**src/design/hce_pkg.sv**
```systemverilog
// Shared constants, types and helper functions of the chunked encoder.
// Depends on nothing; the encoder top, buffer and sequencer refer to it by scoped names.
package hce_pkg;

    localparam int HCE_MAX_CHUNK = 53;
    localparam int HCE_ADDR_W    = $clog2(HCE_MAX_CHUNK);
    localparam int HCE_LEN_W     = 6;

    localparam logic [HCE_LEN_W-1:0] HCE_RESET_CHUNK = 6'd50;
    localparam logic [HCE_LEN_W-1:0] HCE_MAX_LEN     = 6'd53;
    localparam logic [HCE_LEN_W-1:0] HCE_HEX_TWO     = 6'd16;

    localparam logic ACTION_BYTE = 1'b0;
    localparam logic ACTION_END  = 1'b1;

    localparam logic [7:0] ASCII_CR   = 8'h0d;
    localparam logic [7:0] ASCII_LF   = 8'h0a;
    localparam logic [7:0] ASCII_ZERO = 8'h30;

    localparam int ST_W = 14;

    typedef enum logic [ST_W-1:0] {
        ST_IDLE = 14'b00000000000001,
        ST_HEXH = 14'b00000000000010,
        ST_HEXL = 14'b00000000000100,
        ST_CR1  = 14'b00000000001000,
        ST_LF1  = 14'b00000000010000,
        ST_RD   = 14'b00000000100000,
        ST_DATA = 14'b00000001000000,
        ST_CR2  = 14'b00000010000000,
        ST_LF2  = 14'b00000100000000,
        ST_TZ   = 14'b00001000000000,
        ST_TCR1 = 14'b00010000000000,
        ST_TLF1 = 14'b00100000000000,
        ST_TCR2 = 14'b01000000000000,
        ST_TLF2 = 14'b10000000000000
    } t_state;

    // Request from the front end to start one output run.
    typedef struct packed {
        logic                 start;
        logic                 has_chunk;
        logic                 term;
        logic [HCE_LEN_W-1:0] len;
    } t_emit_cmd;

    // Read request from the framing sequencer to the chunk buffer.
    typedef struct packed {
        logic                  en;
        logic [HCE_ADDR_W-1:0] addr;
    } t_rd_req;

    function automatic logic [7:0] hex_ascii(input logic [3:0] v);
        logic [7:0] r;
        if (v < 4'd10) begin
            r = 8'h30 + {4'd0, v};
        end else begin
            r = 8'h61 + {4'd0, v} - 8'd10;
        end
        return r;
    endfunction

endpackage

```
**src/design/hce_stream_if.sv**
```systemverilog
// Valid/ready stream interfaces for the input and output channels.
// Depends on nothing.
interface hce_in_if;
    logic       valid;
    logic       ready;
    logic       action;
    logic [7:0] data_byte;

    modport source (output valid, output action, output data_byte, input ready);
    modport sink   (input valid, input action, input data_byte, output ready);
endinterface

interface hce_out_if;
    logic       valid;
    logic       ready;
    logic [7:0] out_byte;
    logic       last;

    modport source (output valid, output out_byte, output last, input ready);
    modport sink   (input valid, input out_byte, input last, output ready);
endinterface

```
**src/design/http_chunked_encoder.sv**
```systemverilog
// Top level of the HTTP chunked transfer encoder.
// Depends on hce_pkg, hce_stream_if, hce_buffer and hce_sequencer.
//
// Usage: body bytes (action 0) and end-of-message marks (action 1) arrive on
// i_in, a valid/ready channel; each transfer is one item. The encoded stream
// leaves on o_out one byte per transfer, with last set on the final byte of
// the run that one input item causes.
// A body byte that does not complete a chunk is only written to the buffer
// and gives no output. An item that starts a run holds i_in.ready low until
// the run's last byte is loaded into the output register: each data byte
// needs a buffer read (ST_RD), then a load of the registered read data
// (ST_DATA); each framing byte needs one load, and a stall delays any load.
// The chunk buffer has a single read port, so data bytes are read one by one.
// The output register decouples the two sides: the next input item is taken
// while the final byte of a run still waits at o_out.
// When the receiver stalls (o_out.ready low) the current byte holds and the
// sequencer waits; nothing is lost or repeated.
// Reset (i_rst_n low, synchronous) empties the chunk, drops any pending
// output byte and sets chunk_size to 50. Buffer contents are not cleared;
// entries are only read after they are written in the same chunk. The user
// must write chunk_size (i_cfg_we/i_cfg_wdata) only while the block is idle;
// the block does not enforce this. Zero counts as one, values above 53 as 53.
module http_chunked_encoder (
    input  logic                          i_clk,
    input  logic                          i_rst_n,
    hce_in_if.sink                        i_in,
    hce_out_if.source                     o_out,
    input  logic                          i_cfg_we,
    input  logic [hce_pkg::HCE_LEN_W-1:0] i_cfg_wdata
);

    logic [hce_pkg::HCE_LEN_W-1:0] r_chunk_size;
    logic [hce_pkg::HCE_LEN_W-1:0] r_fill, n_fill;
    logic [hce_pkg::HCE_LEN_W-1:0] w_size;
    logic [hce_pkg::HCE_LEN_W-1:0] w_fill_inc;
    logic                          w_acc;
    logic                          w_is_byte;
    logic                          w_full;
    logic                          w_busy;
    logic [7:0]                    w_rdata;
    hce_pkg::t_emit_cmd            w_cmd;
    hce_pkg::t_rd_req              w_rd;

    // Clamp the configured size into the legal range of one to the buffer depth.
    always_comb begin
        if (r_chunk_size == '0) begin
            w_size = 6'd1;
        end else if (r_chunk_size > hce_pkg::HCE_MAX_LEN) begin
            w_size = hce_pkg::HCE_MAX_LEN;
        end else begin
            w_size = r_chunk_size;
        end
    end

    // Items are taken only while no run is in progress; the buffer write at
    // acceptance is therefore always done before the sequencer reads it back.
    assign i_in.ready = !w_busy;
    assign w_acc      = i_in.valid && i_in.ready;
    assign w_is_byte  = (i_in.action == hce_pkg::ACTION_BYTE);
    assign w_fill_inc = hce_pkg::HCE_LEN_W'(r_fill + 6'd1);

    // A lowered chunk size leaves more bytes buffered than the size; the
    // compare still fires and all buffered bytes go out as one chunk.
    assign w_full = (w_fill_inc >= w_size);

    always_comb begin
        w_cmd.start     = w_acc && (!w_is_byte || w_full);
        w_cmd.has_chunk = w_is_byte || (r_fill != '0);
        w_cmd.term      = !w_is_byte;
        w_cmd.len       = w_is_byte ? w_fill_inc : r_fill;
    end

    always_comb begin
        n_fill = r_fill;
        if (w_acc) begin
            n_fill = w_cmd.start ? '0 : w_fill_inc;
        end
    end

    always_ff @(posedge i_clk) begin
        if (!i_rst_n) begin
            r_fill       <= '0;
            r_chunk_size <= hce_pkg::HCE_RESET_CHUNK;
        end else begin
            r_fill <= n_fill;
            if (i_cfg_we) begin
                r_chunk_size <= i_cfg_wdata;
            end
        end
    end

    hce_buffer u_buffer (
        .i_clk   (i_clk),
        .i_we    (w_acc && w_is_byte),
        .i_waddr (r_fill[hce_pkg::HCE_ADDR_W-1:0]),
        .i_wdata (i_in.data_byte),
        .i_rd    (w_rd),
        .o_rdata (w_rdata)
    );

    hce_sequencer u_sequencer (
        .i_clk   (i_clk),
        .i_rst_n (i_rst_n),
        .i_cmd   (w_cmd),
        .i_rdata (w_rdata),
        .o_rd    (w_rd),
        .o_busy  (w_busy),
        .o_out   (o_out)
    );

endmodule

```
**src/design/hce_buffer.sv**
```systemverilog
// Chunk data buffer: one write port, one read port, registered read data.
// Depends on hce_pkg.
module hce_buffer (
    input  logic                           i_clk,
    input  logic                           i_we,
    input  logic [hce_pkg::HCE_ADDR_W-1:0] i_waddr,
    input  logic [7:0]                     i_wdata,
    input  hce_pkg::t_rd_req               i_rd,
    output logic [7:0]                     o_rdata
);

    logic [7:0] r_mem [hce_pkg::HCE_MAX_CHUNK];
    logic [7:0] r_rdata;

    always_ff @(posedge i_clk) begin
        if (i_we) begin
            r_mem[i_waddr] <= i_wdata;
        end
    end

    // Read data holds until the next read, so the sequencer may stall on it.
    always_ff @(posedge i_clk) begin
        if (i_rd.en) begin
            r_rdata <= r_mem[i_rd.addr];
        end
    end

    assign o_rdata = r_rdata;

endmodule

```
**src/design/hce_sequencer.sv**
```systemverilog
// Framing sequencer: walks the hex length, CR LF, buffered data, CR LF and
// the terminator, and owns the output register. Depends on hce_pkg, hce_out_if.
module hce_sequencer (
    input  logic                  i_clk,
    input  logic                  i_rst_n,
    input  hce_pkg::t_emit_cmd    i_cmd,
    input  logic [7:0]            i_rdata,
    output hce_pkg::t_rd_req      o_rd,
    output logic                  o_busy,
    hce_out_if.source             o_out
);

    hce_pkg::t_state                r_state, n_state;
    logic [hce_pkg::HCE_ADDR_W-1:0] r_idx, n_idx;
    logic [hce_pkg::HCE_LEN_W-1:0]  r_len, n_len;
    logic                           r_term, n_term;
    logic                           r_ov, n_ov;
    logic [7:0]                     r_byte, n_byte;
    logic                           r_last, n_last;
    logic                           w_load;
    logic [hce_pkg::HCE_LEN_W-1:0]  w_last_idx;

    // The output slot can take a new byte when empty or being drained.
    assign w_load     = !r_ov || o_out.ready;
    assign w_last_idx = hce_pkg::HCE_LEN_W'(r_len - 6'd1);

    always_comb begin
        n_state = r_state;
        n_idx   = r_idx;
        n_len   = r_len;
        n_term  = r_term;
        n_ov    = w_load ? 1'b0 : r_ov;
        n_byte  = r_byte;
        n_last  = r_last;
        o_rd.en   = 1'b0;
        o_rd.addr = r_idx;

        case (r_state)
            hce_pkg::ST_IDLE: begin
                if (i_cmd.start) begin
                    n_len  = i_cmd.len;
                    n_term = i_cmd.term;
                    n_idx  = '0;
                    if (!i_cmd.has_chunk) begin
                        n_state = hce_pkg::ST_TZ;
                    end else if (i_cmd.len >= hce_pkg::HCE_HEX_TWO) begin
                        n_state = hce_pkg::ST_HEXH;
                    end else begin
                        n_state = hce_pkg::ST_HEXL;
                    end
                end
            end
            hce_pkg::ST_HEXH: begin
                if (w_load) begin
                    n_ov    = 1'b1;
                    n_byte  = hce_pkg::hex_ascii({2'b00, r_len[5:4]});
                    n_last  = 1'b0;
                    n_state = hce_pkg::ST_HEXL;
                end
            end
            hce_pkg::ST_HEXL: begin
                if (w_load) begin
                    n_ov    = 1'b1;
                    n_byte  = hce_pkg::hex_ascii(r_len[3:0]);
                    n_last  = 1'b0;
                    n_state = hce_pkg::ST_CR1;
                end
            end
            hce_pkg::ST_CR1: begin
                if (w_load) begin
                    n_ov    = 1'b1;
                    n_byte  = hce_pkg::ASCII_CR;
                    n_last  = 1'b0;
                    n_state = hce_pkg::ST_LF1;
                end
            end
            hce_pkg::ST_LF1: begin
                if (w_load) begin
                    n_ov    = 1'b1;
                    n_byte  = hce_pkg::ASCII_LF;
                    n_last  = 1'b0;
                    n_state = hce_pkg::ST_RD;
                end
            end
            hce_pkg::ST_RD: begin
                o_rd.en = 1'b1;
                n_state = hce_pkg::ST_DATA;
            end
            hce_pkg::ST_DATA: begin
                if (w_load) begin
                    n_ov   = 1'b1;
                    n_byte = i_rdata;
                    n_last = 1'b0;
                    if (r_idx == w_last_idx) begin
                        n_state = hce_pkg::ST_CR2;
                    end else begin
                        n_idx   = hce_pkg::HCE_ADDR_W'(r_idx + 6'd1);
                        n_state = hce_pkg::ST_RD;
                    end
                end
            end
            hce_pkg::ST_CR2: begin
                if (w_load) begin
                    n_ov    = 1'b1;
                    n_byte  = hce_pkg::ASCII_CR;
                    n_last  = 1'b0;
                    n_state = hce_pkg::ST_LF2;
                end
            end
            hce_pkg::ST_LF2: begin
                if (w_load) begin
                    n_ov    = 1'b1;
                    n_byte  = hce_pkg::ASCII_LF;
                    n_last  = !r_term;
                    n_state = r_term ? hce_pkg::ST_TZ : hce_pkg::ST_IDLE;
                end
            end
            hce_pkg::ST_TZ: begin
                if (w_load) begin
                    n_ov    = 1'b1;
                    n_byte  = hce_pkg::ASCII_ZERO;
                    n_last  = 1'b0;
                    n_state = hce_pkg::ST_TCR1;
                end
            end
            hce_pkg::ST_TCR1: begin
                if (w_load) begin
                    n_ov    = 1'b1;
                    n_byte  = hce_pkg::ASCII_CR;
                    n_last  = 1'b0;
                    n_state = hce_pkg::ST_TLF1;
                end
            end
            hce_pkg::ST_TLF1: begin
                if (w_load) begin
                    n_ov    = 1'b1;
                    n_byte  = hce_pkg::ASCII_LF;
                    n_last  = 1'b0;
                    n_state = hce_pkg::ST_TCR2;
                end
            end
            hce_pkg::ST_TCR2: begin
                if (w_load) begin
                    n_ov    = 1'b1;
                    n_byte  = hce_pkg::ASCII_CR;
                    n_last  = 1'b0;
                    n_state = hce_pkg::ST_TLF2;
                end
            end
            hce_pkg::ST_TLF2: begin
                if (w_load) begin
                    n_ov    = 1'b1;
                    n_byte  = hce_pkg::ASCII_LF;
                    n_last  = 1'b1;
                    n_state = hce_pkg::ST_IDLE;
                end
            end
            default: begin
                n_state = hce_pkg::ST_IDLE;
            end
        endcase
    end

    always_ff @(posedge i_clk) begin
        if (!i_rst_n) begin
            r_state <= hce_pkg::ST_IDLE;
            r_ov    <= 1'b0;
        end else begin
            r_state <= n_state;
            r_ov    <= n_ov;
        end
    end

    always_ff @(posedge i_clk) begin
        r_idx  <= n_idx;
        r_len  <= n_len;
        r_term <= n_term;
        r_byte <= n_byte;
        r_last <= n_last;
    end

    assign o_busy         = (r_state != hce_pkg::ST_IDLE);
    assign o_out.valid    = r_ov;
    assign o_out.out_byte = r_byte;
    assign o_out.last     = r_last;

endmodule

```
**src/flat_wrapper.sv**
```systemverilog
// flat-port wrapper written by rule: the top's interface ports become plain ports
module http_chunked_encoder_flat 
  (i_clk, i_rst_n, i_cfg_we, i_cfg_wdata, i_in_valid, i_in_action, i_in_data_byte, i_in_ready, o_out_valid, o_out_out_byte, o_out_last, o_out_ready);
  hce_in_if i_in_i ();
  hce_out_if o_out_i ();
  input  logic i_clk;
  input  logic i_rst_n;
  input  logic i_cfg_we;
  input  logic [hce_pkg::HCE_LEN_W-1:0] i_cfg_wdata;
  input wire logic [$bits(i_in_i.valid)-1:0] i_in_valid;
  input wire logic [$bits(i_in_i.action)-1:0] i_in_action;
  input wire logic [$bits(i_in_i.data_byte)-1:0] i_in_data_byte;
  output wire logic [$bits(i_in_i.ready)-1:0] i_in_ready;
  output wire logic [$bits(o_out_i.valid)-1:0] o_out_valid;
  output wire logic [$bits(o_out_i.out_byte)-1:0] o_out_out_byte;
  output wire logic [$bits(o_out_i.last)-1:0] o_out_last;
  input wire logic [$bits(o_out_i.ready)-1:0] o_out_ready;
  assign i_in_i.valid = i_in_valid;
  assign i_in_i.action = i_in_action;
  assign i_in_i.data_byte = i_in_data_byte;
  assign i_in_ready = i_in_i.ready;
  assign o_out_valid = o_out_i.valid;
  assign o_out_out_byte = o_out_i.out_byte;
  assign o_out_last = o_out_i.last;
  assign o_out_i.ready = o_out_ready;
  http_chunked_encoder u_core (.i_clk(i_clk), .i_rst_n(i_rst_n), .i_in(i_in_i), .o_out(o_out_i), .i_cfg_we(i_cfg_we), .i_cfg_wdata(i_cfg_wdata));
endmodule
```
**config.mk**
```make
export PLATFORM = sky130hd
export DESIGN_NAME = http_chunked_encoder_flat
export DESIGN_NICKNAME = d
export VERILOG_FILES = /design/src/design/hce_pkg.sv /design/src/design/hce_stream_if.sv /design/src/design/http_chunked_encoder.sv /design/src/design/hce_buffer.sv /design/src/design/hce_sequencer.sv /design/src/flat_wrapper.sv
export SDC_FILE = /design/constraint.sdc
export NUM_CORES = 1
export LEC_CHECK = 0
export BUFFER_PORTS_ARGS = -buffer_cell sky130_fd_sc_hd__clkbuf_2
export CORE_MARGIN = 8
export CORE_UTILIZATION = 45
export DETAILED_ROUTE_END_ITERATION = 8
export PLACE_DENSITY_LB_ADDON = 0.08
export SLEW_MARGIN = 20
export SYNTH_ARGS = -nofsm -noshare
export SYNTH_HDL_FRONTEND = slang
export SYNTH_SLANG_ARGS = --single-unit
```
**constraint.sdc**
```tcl
create_clock -name i_clk -period 3.3 [get_ports i_clk]
set_clock_uncertainty 0.2 [all_clocks]
set_input_delay 0.495 -clock i_clk [delete_from_list [all_inputs] [get_ports i_clk]]
set_output_delay 0.495 -clock i_clk [all_outputs]
set_load 0.1 [all_outputs]
```
* Yosys cells after proc, flatten, opt, wreduce, memory -nomap -nowiden
Memory sizes are Yosys's and may differ from the RTL's. A register that Yosys moved wholly into a read port is not among the register bits. Cells that the tools add are included.
Word-level totals: register bits after elaboration 49, memory bits (writable) 424, input port bits 20, output and inout bits 11, memories 1
Memories:
- u_core.u_buffer.r_mem | words 53, width 8, rd ports 1, clocked after memory_dff 1, write ports 1, line hce_buffer.sv:12 | logic [7:0] r_mem [hce_pkg::HCE_MAX_CHUNK];
Operators by class: add/sub/neg operators 9, order comparisons 5, equality and inequality tests 33, multiplexer cells 45, bitwise logic cells 1, reductions and logical operators 23
Operators by type and width (count):
- case mux 14 bit (14 select lines) | 1
- 2-to-1 mux 14 bit | 13
- 2-to-1 mux 8 bit | 9
- case mux 8 bit (6 select lines) | 1
- 2-to-1 mux 6 bit | 7
- inequality test 2 bit, second input constant | 13
- 2-to-1 mux 10 bit | 2
- subtractor 8 x 4 -> 8 bit, second input constant | 2
- equality test 14 x 1 -> 1 bit, second input constant | 1
- equality test 14 x 10 -> 1 bit, second input constant | 1
- equality test 14 x 11 -> 1 bit, second input constant | 1
- equality test 14 x 12 -> 1 bit, second input constant | 1
- equality test 14 x 13 -> 1 bit, second input constant | 1
- equality test 14 bit, second input constant | 1
- equality test 14 x 2 -> 1 bit, second input constant | 1
- equality test 14 x 3 -> 1 bit, second input constant | 1
- equality test 14 x 4 -> 1 bit, second input constant | 1
- equality test 14 x 5 -> 1 bit, second input constant | 1
- equality test 14 x 6 -> 1 bit, second input constant | 1
- equality test 14 x 7 -> 1 bit, second input constant | 1
- equality test 14 x 8 -> 1 bit, second input constant | 1
- equality test 14 x 9 -> 1 bit, second input constant | 1
- inequality test 14 x 1 -> 1 bit, second input constant | 1
- AND reduction 13 bit | 1
- other kinds (31) | 52

* Depth between registers and ports, before layout
depth after elaboration 8, depth in mapped cells 10

* Hierarchy
From an unflattened synthesis, not the netlist that was laid out.
Unflattened totals: cells, all modules 1189, area total of the unflattened synthesis 20314.5 µm²
Modules (own cells, without submodules):
- hce_buffer | times used 1, cells each 840, area each 17111.4 µm², seq. area each 12972.4 µm²
- hce_sequencer | times used 1, cells each 247, area each 2333.5 µm², seq. area each 960.9 µm²
- http_chunked_encoder | times used 1, cells each 102, area each 869.6 µm², seq. area each 240.2 µm²

* Least setup slack after synthesis
OpenSTA, ideal clock, no wires.
path kind flip-flop to flip-flop, from register u_core.u_sequencer.r_state[4], to memory u_core.u_buffer.r_mem[40][0] (enable), library setup time 370 ps, data arrival time 2295 ps, required time 2730 ps, path slack 434 ps, stages on the path, launching flop included 9, cells stage by stage dfxtp_1 > buf_6 > nor4_4 > and4_1 > nand3_1 > or3_1 > or3_1 > buf_2 > nor2_1
On the way: word-level cells in the longest chain between the ends 6
RTL lines:
- start, declared | line hce_sequencer.sv:13 | hce_pkg::t_state r_state, n_state;
- start signal, assigned | line hce_sequencer.sv:166 | r_state <= hce_pkg::ST_IDLE;
- start signal, assigned | line hce_sequencer.sv:169 | r_state <= n_state;
- inequality test 14 x 1 -> 1 bit | line hce_sequencer.sv:182 | assign o_busy = (r_state != hce_pkg::ST_IDLE);
- logical NOT 1 bit | line http_chunked_encoder.sv:57 | assign i_in.ready = !w_busy;
- logical AND 1 bit | line http_chunked_encoder.sv:58 | assign w_acc = i_in.valid && i_in.ready;
- logical AND 1 bit | line http_chunked_encoder.sv:94 | .i_we (w_acc && w_is_byte),
- 2-to-1 mux 1 bit | line hce_buffer.sv:16 | if (i_we) begin
- 2-to-1 mux 1 bit (implied by the code) | line hce_buffer.sv:17 | r_mem[i_waddr] <= i_wdata;
- end, declared | line hce_buffer.sv:12
Every way passes these cells.

==> summary.md <==
| Metric | Value |
|---|---|
| Dominant combinational cell family by area after synthesis | multiplexers |
| Category of the worst setup path capture point | flop |
| Maximum number of pins on one net before global-route repair | 57 |
| Placer Congestion | 0.836 |
| Mux cell area share after synthesis | 0.158 |
| Max Freq | about 0.31 GHz |
| Average wire per cell in the routed design | 25.8 µm |
| Overall die width | around 230 µm |
| Critical register-to-register path endpoint | u_core.u_buffer.o_rdata[6]$_DFFE_PP_ |
| Global-route wire length before repair | between 70000 and 80000 µm |
| Initial core utilization | 0.452 |
| Initial DRC count | around 1000 |
| Worst Hold Launch | i_cfg_we |
| Cell internal power dissipation | about 11 mW |
| Proportion of layout cells with a drive suffix above 1 | 0.298 |
| Share of synthesized cell area in and, or, nand and nor gates | 0.0621 |
| Max Fanout on Critical Path | 43 |
| Final critical delay including setup and external delays | 3.23 ns |
| Setup repair after global routing missed its margin | false |
| Total gr overflow | 0 |
| Placed cell count | approximately 1700 |
| Net Count, Synth | ~1100 |
| Number of cells traversed by the worst register-to-register path | 6 |
| Clock root buffer | clkbuf_16 |
| Layout-stage area growth over the synthesis result | 15.6% |
| Count of endpoints failing setup in the final report | 0 |
| Leak | ~7.5 nW |
| Average cell area after synthesis | around 19 µm² |
| Floorplan row count | between 70 and 80 |
| Switching part of the total | 0.257 |
| Drt total wl | 46800 µm |
| Worst-case clock buffer depth | 3 |
| Cell taking the most area after synthesis | edfxtp_1 |
| Antenna cell count | 0 |
| Part of the total power dissipated in combinational logic | 0.158 |
| CTS tree | built |
| Total number of H-tree levels | 2 |
| Register-to-register setup slack | about 0.073 ns |
| Post-detailed-placement half-perimeter wirelength | slightly below 30000 µm |
| PD cells | roughly 640 nW/µm² |
| Vias post-DR | 10334 |
| Sw power | roughly 3.8 mW |
| Antenna violations before repair | 0 |
| Count of final hold-check violations | 0 |
| Synth async-reset ratio | 0 |
| Relative contribution of sequential cells to total power | 0.472 |
| Min-delay worst type | input pin to flop |
| Library cells used by synthesis | 69 |
| Buffer count from post-CTS setup fixing | 0 |
| Std-Cell Core Area | about 44000 µm² |
| Top cells by area in the synthesized netlist | edfxtp_1, mux4_2, dfxtp_1 |
| Worst Hold Path EP | u_core.r_chunk_size[5]$_SDFFE_PN1P_ |
| Cell Area, Synth | around 20000 µm² |
| Area share of xor/xnor cells in the synthesized design | 0.00972 |
| EDFF count, synth | ~450 |
| Synth warn | 0 |
| Dominant cell by count in the synthesized netlist | edfxtp_1 |
| TritonRoute pass-1 iters | 7 |
| Launch instance of the worst register-to-register path | u_core.u_sequencer.r_idx[0]$_SDFFCE_PP0P_ |
| Die outline area | 51000 µm² |
| Run status | completed |
| Input/output buffers | 30 |
| Hold depth | 2 |
| DRC viols | 0 |
| Die Y | approximately 230 µm |
| Post-route fraction of the period consumed by the critical path | 0.978 |
| Post-synthesis compound-gate area fraction | 0.0312 |
| Sequential element share of the synthesized area | 0.715 |
| Most numerous cell types in the synthesized netlist | edfxtp_1, mux4_2, nor2_1 |
| Pins Over Slew Limit | 0 |
| Adder-cell share of the synthesized area | 0.00631 |
| Peak ir drop on the vdd network | 0.382 mV |
| CP arrival | ~3.3 ns |
| Proportion of power drawn by the clock network | 0.370 |
| Vias in the first global route | 10419 |
| Clock-pin slew of the registers on the worst-case setup and hold paths | around 0.060 ns |
| Kind of critical path | flop to flop |
| Layout net count | about 1200 |
| Global routing usage summed across all routing layers | 0.188 |
| CP Data Required Time | approximately 3.4 ns |
| # Max-Cap Violations | 0 |
| Number of buffers created by CTS | 50 |
| Dominant synthesized flop cell | edfxtp_1 |
| Clock net sink count | 481 |
| Worst relative slew slack | 0.280 |
| Count of non-filler cells in the finished layout | 1814 |
| Pre-CTS WS | -0.0388 ns |
| Via count normalized by instance count | ~5.7 |
| Slew at the pin with the worst max-slew slack | around 1.1 ns |
| Synth Instances | 1059 |
| Clock network latency to the later pin of the worst-skew pair | between 0.5 and 0.6 ns |
| Yosys top cell area share | 0.688 |
| Critical Path Source Type | flop |
| Worst path setup slack after routing | 0.0726 ns |
| Total I/O pin count | 31 |
| Remaining antenna violation count | 0 |
| Register bit count reported by yosys | 481 |
[cell families after synthesis]
| family | Yosys count |
|---|---|
| adders and majority gates | 10 |
| buffers and inverters | 80 |
| DFF | 481 |
| xor gates and xnor gates | 22 |
| muxes | 151 |
| AOI/OAI and AO/OA | 86 |
| and+or+nand+nor | 229 |
[what timing repair did]
item                                    in CTS  in global routing
endpoints found under the setup margin       1                189
gates resized for setup                      1                  8
hold endpoints to repair                     6                  0
hold buffers                                 6                  0
[metal layers]
metal | vias to the layer above | share of wire | GRT usage
li1 | 4560 | - | -
met1 | 5452 | 0.46 | 0.276
met2 | 258 | 0.47 | 0.294
met3 | 64 | 0.050 | 0.0300
met4 | 0 | 0.019 | 0.0438
met5 | - | 0 | 0
[cells in the final DEF (no fill, tap or decap), drive strengths merged, types with 4 or more instances in the layout]
cell,netlist,final
nand2,31,31
nand3b,7,7
ha,10,10
nor4,10,10
nor3,7,7
xnor2,12,12
clkinv,0,19
nand4,17,17
nor2b,15,15
a21oi,25,25
clkbuf,34,97
nand3,17,17
xor2,10,10
o211ai,6,6
a31oi,4,4
mux2,9,9
mux2i,14,14
buf,35,105
nor2,85,85
mux4,128,128
dfxtp,27,27
nor3b,5,5
a211oi,9,9
inv,11,13
dlygate4sd3,0,6
and2,4,4
edfxtp,454,454
o21ai,16,16
or3,11,11
[worst max path at each step]
stage	to	slack, ns	startpoint	depth (start not counted)
detailed placement	u_core.u_buffer.o_rdata[4]$_DFFE_PP_	-0.04	u_core.u_sequencer.r_idx[0]$_SDFFCE_PP0P_	6
floorplan	u_core.u_buffer.r_mem[40][0]$_DFFE_PP_	0.43	u_core.u_sequencer.r_state[4]$_SDFFE_PN0P_	8
global route	u_core.u_sequencer.r_state[0]$_SDFFE_PN1P_	0.008	u_core.r_fill[0]$_SDFFE_PN0P_	10
finish	u_core.u_buffer.o_rdata[6]$_DFFE_PP_	0.07	u_core.u_sequencer.r_idx[0]$_SDFFCE_PP0P_	6
global placement	u_core.u_buffer.o_rdata[4]$_DFFE_PP_	-0.08	u_core.u_sequencer.r_idx[0]$_SDFFCE_PP0P_	6
CTS	i_in_ready	0.02	u_core.u_sequencer.r_state[5]$_SDFFE_PN0P_	4
[metrics by stage]
stage                      util  total power [mW]  setup TNS (ns)  hold slack (ns)  instance area, µm²
after floorplan               -              8.60               0            0.261               19800
after global placement    0.485              9.34         -0.0849            0.283               21300
after detailed placement  0.485              9.34         -0.0388            0.305               21300
after CTS                 0.522              14.8               0           0.0509               22900
after global routing      0.523              15.2               0           0.0987               22900
final                     0.523              14.6               0           0.0791               22900
[final cells by class]
| cell class | instances | area (µm²) |
|---|---|---|
| fill | 3473 | 20900 |
| sequential | 481 | 14200 |
| multi-input combinational | 498 | 5320 |
| clock buffer | 68 | 1360 |
| timing repair buffer | 140 | 1080 |
| tap | 592 | 741 |
| clock inverter | 24 | 209 |
| inverter | 11 | 41.3 |
[critical path, cell delays in order, from the launching register on]
cell and delay (ns):
edfxtp_1 0.46, buf_12 0.35, mux4_2 0.61, mux4_2 0.53
nor2b_1 0.15, a211oi_1 0.51, a21oi_1 0.08
[sequential cells by signal, indices dropped and copies added (netlist names), named ones only]
register / flops
u_core.u_sequencer.r_idx: 6
u_core.r_chunk_size: 6
u_core.u_sequencer.o_out.out_byte: 8
u_core.u_buffer.o_rdata: 8
u_core.u_sequencer.r_len: 6
u_core.u_buffer.r_mem: 424
u_core.u_sequencer.o_out.last: 1
u_core.u_sequencer.r_state: 14
u_core.r_fill: 6
u_core.u_sequencer.r_term: 1
[power groups by stage]
stage / combinational, mW / clock [mW] / sequential, mW
detailed placement: 2.32 / 0 / 7.03
floorplan: 1.54 / 0 / 7.07
global placement: 2.31 / 0 / 7.03
CTS: 2.33 / 5.55 / 6.90
finish: 2.31 / 5.42 / 6.90
global route: 2.47 / 5.78 / 6.91
(Power assumes the default switching activity.)
